<file path="src/first_seen_category_id_assigner_unit_assert.svh">
// Assertion macros shared by the dictionary encoder RTL.
// Depends on nothing; included by the files that carry assertions.
`ifndef FIRST_SEEN_CATEGORY_ID_ASSIGNER_UNIT_ASSERT_SVH
`define FIRST_SEEN_CATEGORY_ID_ASSIGNER_UNIT_ASSERT_SVH

// Same-cycle implication.
`define FSCA_ASSERT_IMP(lbl, clk, rst, pre, post) \
   lbl: assert property (@(posedge clk) disable iff (rst) (pre) |-> (post)) \
      else $error("fsca: same-cycle check failed");

// Next-cycle implication.
`define FSCA_ASSERT_NXT(lbl, clk, rst, pre, post) \
   lbl: assert property (@(posedge clk) disable iff (rst) (pre) |=> (post)) \
      else $error("fsca: next-cycle check failed");

`endif

</file>
<file path="src/fsca_pkg.sv">
// Shared constants and types of the dictionary encoder.
// Depends on nothing; used by fsca_lookup_ctrl, the top level and the bench.
`default_nettype none

package fsca_pkg;

   localparam int DEF_FEATURES = 4;
   localparam int DEF_ENTRIES  = 256;

   localparam int SLOT_W = 2;
   localparam int KEY_W  = 32;
   localparam int BIN_W  = 8;

   // Number of slot codes the slot field can express.
   localparam int SLOT_CODES = 1 << SLOT_W;

   typedef enum logic [2:0] {
      ST_IDLE = 3'b001,
      ST_SCAN = 3'b010,
      ST_RESP = 3'b100
   } state_type;

endpackage

`default_nettype wire

</file>
<file path="src/fsca_lookup_ctrl.sv">
// Lookup sequencer: scans a dictionary with one shared key compare,
// appends new keys and keeps the per-dictionary entry counts.
// Depends on fsca_pkg and the assertion macro header.
`default_nettype none
`include "first_seen_category_id_assigner_unit_assert.svh"

module fsca_lookup_ctrl
   import fsca_pkg::*;
#(
   parameter int DICTS   = 4,
   parameter int ENTRIES = 256,
   parameter int AW      = 10
) (
   input  wire logic              clock,
   input  wire logic              reset,
   input  wire logic              req_valid,
   output logic                   req_stall,
   input  wire logic [SLOT_W-1:0] req_feature_slot,
   input  wire logic [KEY_W-1:0]  req_hashed_value,
   output logic                   rsp_valid,
   input  wire logic              rsp_stall,
   output logic      [BIN_W-1:0]  rsp_bin_index,
   output logic                   rsp_is_new,
   output logic                   rsp_overflow,
   output logic                   mem_wr_en,
   output logic      [AW-1:0]     mem_wr_addr,
   output logic      [KEY_W-1:0]  mem_wr_data,
   output logic      [AW-1:0]     mem_rd_addr,
   input  wire logic [KEY_W-1:0]  mem_rd_data
);

   localparam int CW  = $clog2(ENTRIES + 1);
   localparam int DIW = (DICTS > 1) ? $clog2(DICTS) : 1;
   localparam int SCW = SLOT_W + 1;

   state_type state_ff, state_in;

   logic [CW-1:0]    cnt_ff [DICTS];
   logic [DIW-1:0]   dict_ff, dict_in;
   logic [KEY_W-1:0] key_ff, key_in;
   logic [AW-1:0]    base_ff, base_in;
   logic [CW-1:0]    count_ff, count_in;
   logic [CW-1:0]    rd_idx_ff, rd_idx_in;
   logic [CW-1:0]    cmp_idx_ff, cmp_idx_in;
   logic             pend_ff, pend_in;
   logic [CW-1:0]    res_idx_ff, res_idx_in;
   logic             res_new_ff, res_new_in;
   logic             res_ovf_ff, res_ovf_in;

   logic             accept;
   logic             slot_ok;
   logic [DIW-1:0]   req_dict;
   logic             issue;
   logic             hit;
   logic             full;
   logic             append;
   logic [CW+BIN_W-1:0] res_ext;

   assign accept   = req_valid && !req_stall;
   assign slot_ok  = {1'b0, req_feature_slot} < SCW'(DICTS);
   assign req_dict = DIW'(req_feature_slot);
   assign issue    = rd_idx_ff < count_ff;
   assign hit      = pend_ff && (mem_rd_data == key_ff);
   assign full     = count_ff == CW'(ENTRIES);
   assign append   = (state_ff == ST_SCAN) && !hit && !issue && !pend_ff && !full;

   assign mem_rd_addr = base_ff + AW'(rd_idx_ff);
   assign mem_wr_en   = append;
   assign mem_wr_addr = base_ff + AW'(count_ff);
   assign mem_wr_data = key_ff;

   always_comb begin
      state_in   = state_ff;
      dict_in    = dict_ff;
      key_in     = key_ff;
      base_in    = base_ff;
      count_in   = count_ff;
      rd_idx_in  = rd_idx_ff;
      cmp_idx_in = rd_idx_ff;
      pend_in    = 1'b0;
      res_idx_in = res_idx_ff;
      res_new_in = res_new_ff;
      res_ovf_in = res_ovf_ff;
      case (state_ff)
         ST_IDLE: begin
            if (accept) begin
               dict_in    = req_dict;
               key_in     = req_hashed_value;
               base_in    = AW'(req_dict) * AW'(ENTRIES);
               count_in   = cnt_ff[req_dict];
               rd_idx_in  = '0;
               res_idx_in = '0;
               res_new_in = 1'b0;
               res_ovf_in = 1'b0;
               if (slot_ok) begin
                  state_in = ST_SCAN;
               end else begin
                  // no dictionary behind this slot: reject at once
                  res_ovf_in = 1'b1;
                  state_in   = ST_RESP;
               end
            end
         end
         ST_SCAN: begin
            if (hit) begin
               res_idx_in = cmp_idx_ff;
               state_in   = ST_RESP;
            end else if (issue) begin
               // advance the read pointer while the previous key compares
               rd_idx_in = rd_idx_ff + CW'(1);
               pend_in   = 1'b1;
            end else if (!pend_ff) begin
               if (full) begin
                  res_ovf_in = 1'b1;
               end else begin
                  res_idx_in = count_ff;
                  res_new_in = 1'b1;
               end
               state_in = ST_RESP;
            end
         end
         ST_RESP: begin
            if (!rsp_stall) begin
               state_in = ST_IDLE;
            end
         end
         default: begin
            state_in = ST_IDLE;
         end
      endcase
   end

   always_ff @(posedge clock) begin
      if (reset) begin
         state_ff <= ST_IDLE;
         pend_ff  <= 1'b0;
         for (int d = 0; d < DICTS; d++) begin
            cnt_ff[d] <= '0;
         end
      end else begin
         state_ff <= state_in;
         pend_ff  <= pend_in;
         if (append) begin
            cnt_ff[dict_ff] <= count_ff + CW'(1);
         end
      end
   end

   always_ff @(posedge clock) begin
      dict_ff    <= dict_in;
      key_ff     <= key_in;
      base_ff    <= base_in;
      count_ff   <= count_in;
      rd_idx_ff  <= rd_idx_in;
      cmp_idx_ff <= cmp_idx_in;
      res_idx_ff <= res_idx_in;
      res_new_ff <= res_new_in;
      res_ovf_ff <= res_ovf_in;
   end

   assign res_ext       = {{BIN_W{1'b0}}, res_idx_ff};
   assign req_stall     = state_ff != ST_IDLE;
   assign rsp_valid     = state_ff == ST_RESP;
   assign rsp_bin_index = res_ext[BIN_W-1:0];
   assign rsp_is_new    = res_new_ff;
   assign rsp_overflow  = res_ovf_ff;

   `FSCA_ASSERT_IMP(a_busy_while_result, clock, reset, rsp_valid, req_stall)
   `FSCA_ASSERT_IMP(a_new_or_ovf, clock, reset, rsp_valid, !(rsp_is_new && rsp_overflow))
   `FSCA_ASSERT_IMP(a_ovf_zero_bin, clock, reset, rsp_valid && rsp_overflow, rsp_bin_index == '0)
   `FSCA_ASSERT_NXT(a_accept_busy, clock, reset, accept, state_ff != ST_IDLE)
   `FSCA_ASSERT_IMP(a_count_range, clock, reset, state_ff == ST_SCAN, count_ff <= CW'(ENTRIES))
   `FSCA_ASSERT_NXT(a_append_done, clock, reset, append, rsp_valid && rsp_is_new)

endmodule

`default_nettype wire

</file>
<file path="config.mk">
export PLATFORM = sky130hd
export DESIGN_NAME = fsca_lookup_ctrl
export DESIGN_NICKNAME = d
export VERILOG_FILES = /design/src/fsca_pkg.sv /design/src/fsca_lookup_ctrl.sv
export VERILOG_INCLUDE_DIRS = /design/src /design/src/src
export SDC_FILE = /design/constraint.sdc
export NUM_CORES = 1
export LEC_CHECK = 0
export CAP_MARGIN = 30
export CORE_ASPECT_RATIO = 0.9
export CORE_MARGIN = 2
export CORE_UTILIZATION = 45
export DETAILED_ROUTE_END_ITERATION = 6
export DONT_BUFFER_PORTS = 1
export HOLD_SLACK_MARGIN = 0.12
export PLACE_DENSITY = 0.58
export SYNTH_ARGS = -nofsm -noshare
export SYNTH_HDL_FRONTEND = slang
export SYNTH_SLANG_ARGS = --single-unit
</file>
<file path="constraint.sdc">
create_clock -name clock -period 5.1 [get_ports clock]
set_clock_uncertainty 0.2 [all_clocks]
set_input_delay 0.51 -clock clock [delete_from_list [all_inputs] [get_ports clock]]
set_output_delay 0.51 -clock clock [all_outputs]
set_load 0.1 [all_outputs]
</file>
==> flow_summary.yaml, run 1 <==
route:
  ant_nets: 0
  via_count: 3046
  wl_um: 11320
  drtPass1Iterations: 6
  drc_errors: 0
  wl_per_cell_um: 19.86
  viasPerCell: 5.344
  first_iter_violations: 210
critical_path:
  worstPathRequired_ns: 4.39
  crit_family: "compound AO/OA/AOI/OAI gates"
  path_common_cell: "a2111o_1"
  crit_fanout: 6
  r2r-start: "cmp_idx_in[0]"
  end_kind: "output pin"
  crit_path_max_incr_delay_ns: 0.80
  worstPathArrival_ns: 3.07
  path_class: "reg2out"
  r2r_end: "res_idx_ff[5]"
  worstRegToRegCells: 7
  cp-start-kind: "flip-flop"
  worst-path-buf-inv: 2
  crit_chain: "buf_6 -> nand2b_4 -> a2111o_1 -> a2111o_1 -> nand3_2 -> inv_1"
  slowest_stage: "edfxtp_1"
  reg2reg_slack_ns: 1.37
min_path:
  min_path_cells: 2
  min_from: "reset"
  hold_end: "state_ff[0]"
  hp-class: "in2reg"
die:
  die_w_um: 115.4
  dieArea_mm2: 0.01203
  rows: 36
  die_height_um: 104.2
  start_util_pct: 46.28
  core_mm2: 0.01086
  ios: 135
cts:
  ctsHoldBuffers: 35
  insertion_delay_ns: 0.35
  post_cts_buffers: 0
  cts.htree.levels: 3
  cts_sinks: 110
  clk_path_buf_depth: 2
  cts_tree: "built"
  post_cts_resized: 0
  cts_buffers: 9
  clk_pin_slew_ns: 0.08
  clock-root-buffer: "clkbuf_16"
pwr:
  switching_share_pct: 34.09
  seq_power_share_pct: 55.6
  power_density_mw_per_mm2: 379.9
  comb_power_share_pct: 14.8
  internal-power_uw: 1483
  vdd_drop_max_mv: 0.1543
  switchingPower_uw: 766.8
  power.share.clock_pct: 29.7
  p_leak_uw: 0.002162
timing:
  worstMarginPinSlew_ns: 0.9691
  fin_crit_ns: 3.783
  setup_viol: 0
  fmax_mhz: 264.3
  grt_setup_unrepaired: "false"
  hold_viol: 0
  tns_ns: 0
  drv_slew: 0
  min_period_over_period_pct: 74.18
  slew-limit-headroom_pct: 35.40
final_layout:
  drive_above_1_share_pct: 14.35
  fin_nets: 496
  syn2layout_area_growth_pct: 17.86
  fin_area_mm2: 0.005921
  num_antenna_cells: 0
  num-fill-cells: 890
logic_synthesis:
  synth.distinct_cells: 36
  synth_area_leaders: "edfxtp_1 (59%), xor2_1 (6.5%), dfxtp_1 (4.8%)"
  synth.largest_area_cell: "edfxtp_1"
  netlist.area_leader.share_pct: 58.58
  synth.yosys.warnings: 0
  ys_ff_latch: 110
  syn_area_per_cell_um2: 13.58
  yosysSeqAreaShare_pct: 63.36
  synth_nets: 453
  syn_area_mm2: 0.005024
  synthCells: 370
placed_design:
  gp_congestion: 0.7746
  hpwl_um: 7918
  post_dp_cell_area_mm2: 0.005250
  portBuffers: 0
grt:
  grt_max_degree: 45
  grt_pass1_wl_um: 16950
  antenna_found_initial: 0
  grt_usage_pct: 19.02
  grt_pass1_vias: 2997
  gr-total-overflow: 0
run_status:
  status: "complete, no violations"
flow_run:
  maxCapViolations: 0
==> logic make-up (layout without fill, tap and decap cells) <==
kind of cell / count (synthesis) / after routing / synth area share [%]
flip-flops: 110 / 110 / 63.36
adder cells (fa/ha/maj): 13 / 13 / 3.238
buffers and inverters: 46 / 94 / 5.131
AO/OA/AOI/OAI: 18 / 18 / 2.665
multiplexers: 17 / 17 / 5.629
XOR/XNOR: 48 / 48 / 8.369
AND/OR/NAND/NOR: 118 / 118 / 11.61
==> routing by layer <==
| metal | GRT usage, % | share of wire, % |
|---|---|---|
| met5 | 0 | 0 |
| met4 | 7.143 | 2.0 |
| met3 | 4.079 | 7.3 |
| met2 | 30.62 | 48 |
| met1 | 25.21 | 43 |
==> final cells by class <==
cell class	instances	area, µm²	area share (%)
clock inverters	7	56.30	0.9510
flip-flops and latches	110	3183	53.76
well taps	152	190.2	3.212
multi-input cells	214	1608	27.16
inverters	17	63.81	1.078
clock buffers	9	225.2	3.804
repair buffers	61	594.3	10.04
==> sequential cells by signal, summed over array words and instances, names as in the netlist <==
signal,count
pend_ff,1
count_ff,9
cnt_ff,36
mem_wr_data,32
res_idx_ff,8
rsp_is_new,1
rsp_overflow,1
cmp_idx_ff,8
state_ff,3
cmp_idx_in,9
dict_ff,2
==> power by group through the flow <==
stage | Clock [µW] | Combinational, µW | Sequential [µW]
floorplan | 0 | 254 | 1260
global placement | 0 | 295 | 1270
detailed placement | 0 | 300 | 1270
CTS | 674 | 324 | 1250
global route | 708 | 353 | 1260
finish | 667 | 333 | 1250
==> worst max path at each step <==
stage,startpoint,to,slack [ns],cells past startpoint
after CTS,cmp_idx_in[5],mem_wr_en,1.28,6
after floorplan,state_ff[2],state_ff[2],1.68,5
final,cmp_idx_in[0],mem_wr_en,1.32,6
after global routing,cmp_idx_in[0],mem_wr_en,1.25,6
after detailed placement,cmp_idx_in[5],res_idx_ff[4],1.46,7
after global placement,cmp_idx_in[5],res_idx_ff[4],1.50,7
==> synth_stat cells <==
library cell  count
xnor2_1          11
a211oi_1          1
a2111o_1          2
o41ai_2           1
and3_1            5
nand2_1          24
buf_2             2
and2_1            2
a211o_1           1
nor3_1           24
nor4_1           10
buf_4            16
nand3_2           1
clkbuf_1          5
a41oi_1           1
and2_4            1
buf_1             3
nand2b_4          1
edfxtp_1         98
nand4_1           5
inv_1            17
a21oi_1           2
nor2_1           30
o31ai_1           1
nand4_2           1
xor2_1           37
nand3_1          10
nor3b_1           2
dfxtp_1          12
o21ai_0           7
ha_1             13
mux2i_1           8
nand2b_1          2
o31a_1            2
buf_6             3
mux4_2            9
==> metrics by stage <==
stage | instances | total power, µW | util (%) | setup WS (ns) | hold WS [ns]
after detailed placement | 517 | 1574 | 48.36 | 1.461 | 0.3612
after global routing | 570 | 2317 | 54.54 | 1.250 | 0.1713
after global placement | 516 | 1569 | 48.23 | 1.500 | 0.3644
after CTS | 568 | 2253 | 54.18 | 1.276 | 0.1484
final | 570 | 2250 | 54.54 | 1.317 | 0.1560
after floorplan | 370 | 1516 | - | 1.683 | 0.2134
==> layout by cell type (no fill, tap or decap), drive strengths merged <==
cell	synthesis	layout
a211o	1	1
inv	17	19
a2111o	2	2
dfxtp	12	12
xnor2	11	11
a21oi	2	2
nand3	11	11
o31ai	1	1
nand4	6	6
xor2	37	37
ha	13	13
o41ai	1	1
nor2	30	30
edfxtp	98	98
a211oi	1	1
clkbuf	5	10
a41oi	1	1
and3	5	5
clkinv	0	5
nor3	24	24
nor3b	2	2
nand2	24	24
buf	24	25
and2	3	3
o21ai	7	7
mux2i	8	8
dlygate4sd3	0	35
o31a	2	2
nand2b	3	3
nor4	10	10
mux4	9	9
(Power assumes the default switching activity.)
==> run 2, diff against run 1 <==
==> constraint.sdc (replaced) <==
create_clock -name clock -period 3.7 [get_ports clock]
set_clock_uncertainty 0.2 [all_clocks]
set_input_delay 0.37 -clock clock [delete_from_list [all_inputs] [get_ports clock]]
set_output_delay 0.37 -clock clock [all_outputs]
set_load 0.1 [all_outputs]
==> run 2 against run 1 <==
Compared with the run above: register-to-register slack got worse by 0.60 ns; sequential cell count did not move; worst hold slack got worse by 0.017 ns; largest cell class unchanged.
==> flow_summary.yaml, run 2 (synthesized netlist as in run 1, its figures left out) <==
critical_path:
  cp-start-kind: "flip-flop"
  crit_family: "compound AO/OA/AOI/OAI gates"
  worstPathArrival_ns: 2.43
  crit_path_max_incr_delay_ns: 0.46
  path_class: "reg2out"
  worstPathRequired_ns: 3.13
  worst-path-buf-inv: 3
  end_kind: "output pin"
  crit_chain: "inv_1 -> ha_1 -> a2111o_1 -> a2111o_1 -> nand3_2 -> inv_1 -> buf_4"
  slowest_stage: "a2111o_1"
  crit_fanout: 6
timing:
  slew-limit-headroom_pct: 38.78
  fin_crit_ns: 2.998
  hold_viol: 0
  drv_slew: 0
  tns_ns: 0
  setup_viol: 0
  grt_setup_unrepaired: "false"
  fin_ws_ns: 0.7023
  fmax_mhz: 333.6
  worstMarginPinSlew_ns: 0.9202
  min_period_over_period_pct: 81.02
final_layout:
  seqCellArea_mm2: 0.003183
  fin_cells: 605
  final_common_cell: "edfxtp_1"
  fin_nets: 531
  largest_reg_flops: 36
  drive_above_1_share_pct: 20.31
  syn2layout_area_growth_pct: 22.42
  num_antenna_cells: 0
  mostFrequentLayoutCells: "edfxtp_1 (98), buf_4 (58), dlygate4sd3_1 (37)"
  multi_input_area_mm2: 0.001608
  top_register: "cnt_ff"
  num-fill-cells: 856
pwr:
  vdd_drop_max_mv: 0.2387
  power_density_mw_per_mm2: 506.0
  p_leak_uw: 0.002302
die:
  core_mm2: 0.01086
  die_w_um: 115.4
  dieArea_mm2: 0.01203
  ios: 135
  start_util_pct: 46.28
  die_height_um: 104.2
  rows: 36
route:
  drc_errors: 0
  wl_um: 11690
  ant_nets: 0
  wl_per_cell_um: 19.33
  viasPerCell: 5.162
  via_count: 3123
  drtPass1Iterations: 4
  first_iter_violations: 271
grt:
  grt_max_degree: 45
  grt_usage_pct: 19.81
  grt_pass1_vias: 3148
  grt_pass1_wl_um: 17680
  antenna_found_initial: 0
  gr-total-overflow: 0
cts:
  post_cts_buffers: 0
  ctsHoldBuffers: 37
  clock-root-buffer: "clkbuf_16"
  clk_pin_slew_ns: 0.07
  post_cts_resized: 0
  cts.htree.levels: 3
  cts_sinks: 110
  insertion_delay_ns: 0.35
  cts_tree: "built"
  clk_path_buf_depth: 2
  cts_buffers: 9
flow_run:
  maxCapViolations: 0
run_status:
  status: "complete, no violations"
placed_design:
  portBuffers: 0
  gp_congestion: 0.7890
  place_ws_ns: 0.8767
  hpwl_um: 8390
  dpl.cell_count: 552
min_path:
  hp-class: "in2reg"
-- run 2: layout make-up --
type                    count  share of cell area, %
repair buffers             96                  13.51
clock inverters             7                 0.7935
inverters                  17                  1.038
multi-input cells         214                  26.14
flip-flops and latches    110                  51.76
clock buffers               9                  3.662
well taps                 152                  3.093
-- run 2: final timing paths --
path,start,endpoint,slack [ns],depth (start not counted)
hold / removal,req_feature_slot[0],count_ff[4],0.14,1
hold reg to reg,cmp_idx_ff[3],res_idx_ff[3],0.36,2
setup / recovery,count_ff[1],mem_wr_en,0.70,7
setup reg to reg,state_ff[0],cnt_ff[0][1],0.77,5
-- run 2: power by group --
part	total (µW)	leakage, µW	switching, µW	internal, µW
registers	1530	0.00107	93.2	1440
clock network	901	0.000126	443	458
logic	680	0.00110	518	162
total	3110	0.00230	1050	2060
-- run 2: worst reg2reg max path: stages, from the launching register on --
cell     delay, ns
dfxtp_1       0.33
nor2_1        0.15
nand2_1       0.31
a41oi_1       0.50
nand4_2       0.70
nor4_1        0.50
-- run 2: metrics by stage --
step           hold slack (ns)  util [%]  area [µm²]  total power (µW)
2_1_floorplan           0.2134         -        5024              2089
3_3_place_gp            0.2536     50.71        5505              2199
3_5_place_dp            0.2589     50.71        5505              2204
4_1_cts                 0.1264     56.65        6150              3139
5_1_grt                 0.1283     56.65        6150              3214
6_report                0.1390     56.65        6150              3112
-- run 2: layer usage --
| layer | part of all wire (%) | wire length, µm | vias up | GRT usage (%) |
|---|---|---|---|---|
| met5 | 0 | 0 | - | 0 |
| met4 | 1.7 | 197 | 0 | 6.627 |
| met3 | 8.4 | 987 | 16 | 5.653 |
| met2 | 49 | 5686 | 146 | 32.12 |
| met1 | 41 | 4822 | 1481 | 25.51 |
| li1 | - | - | 1480 | - |
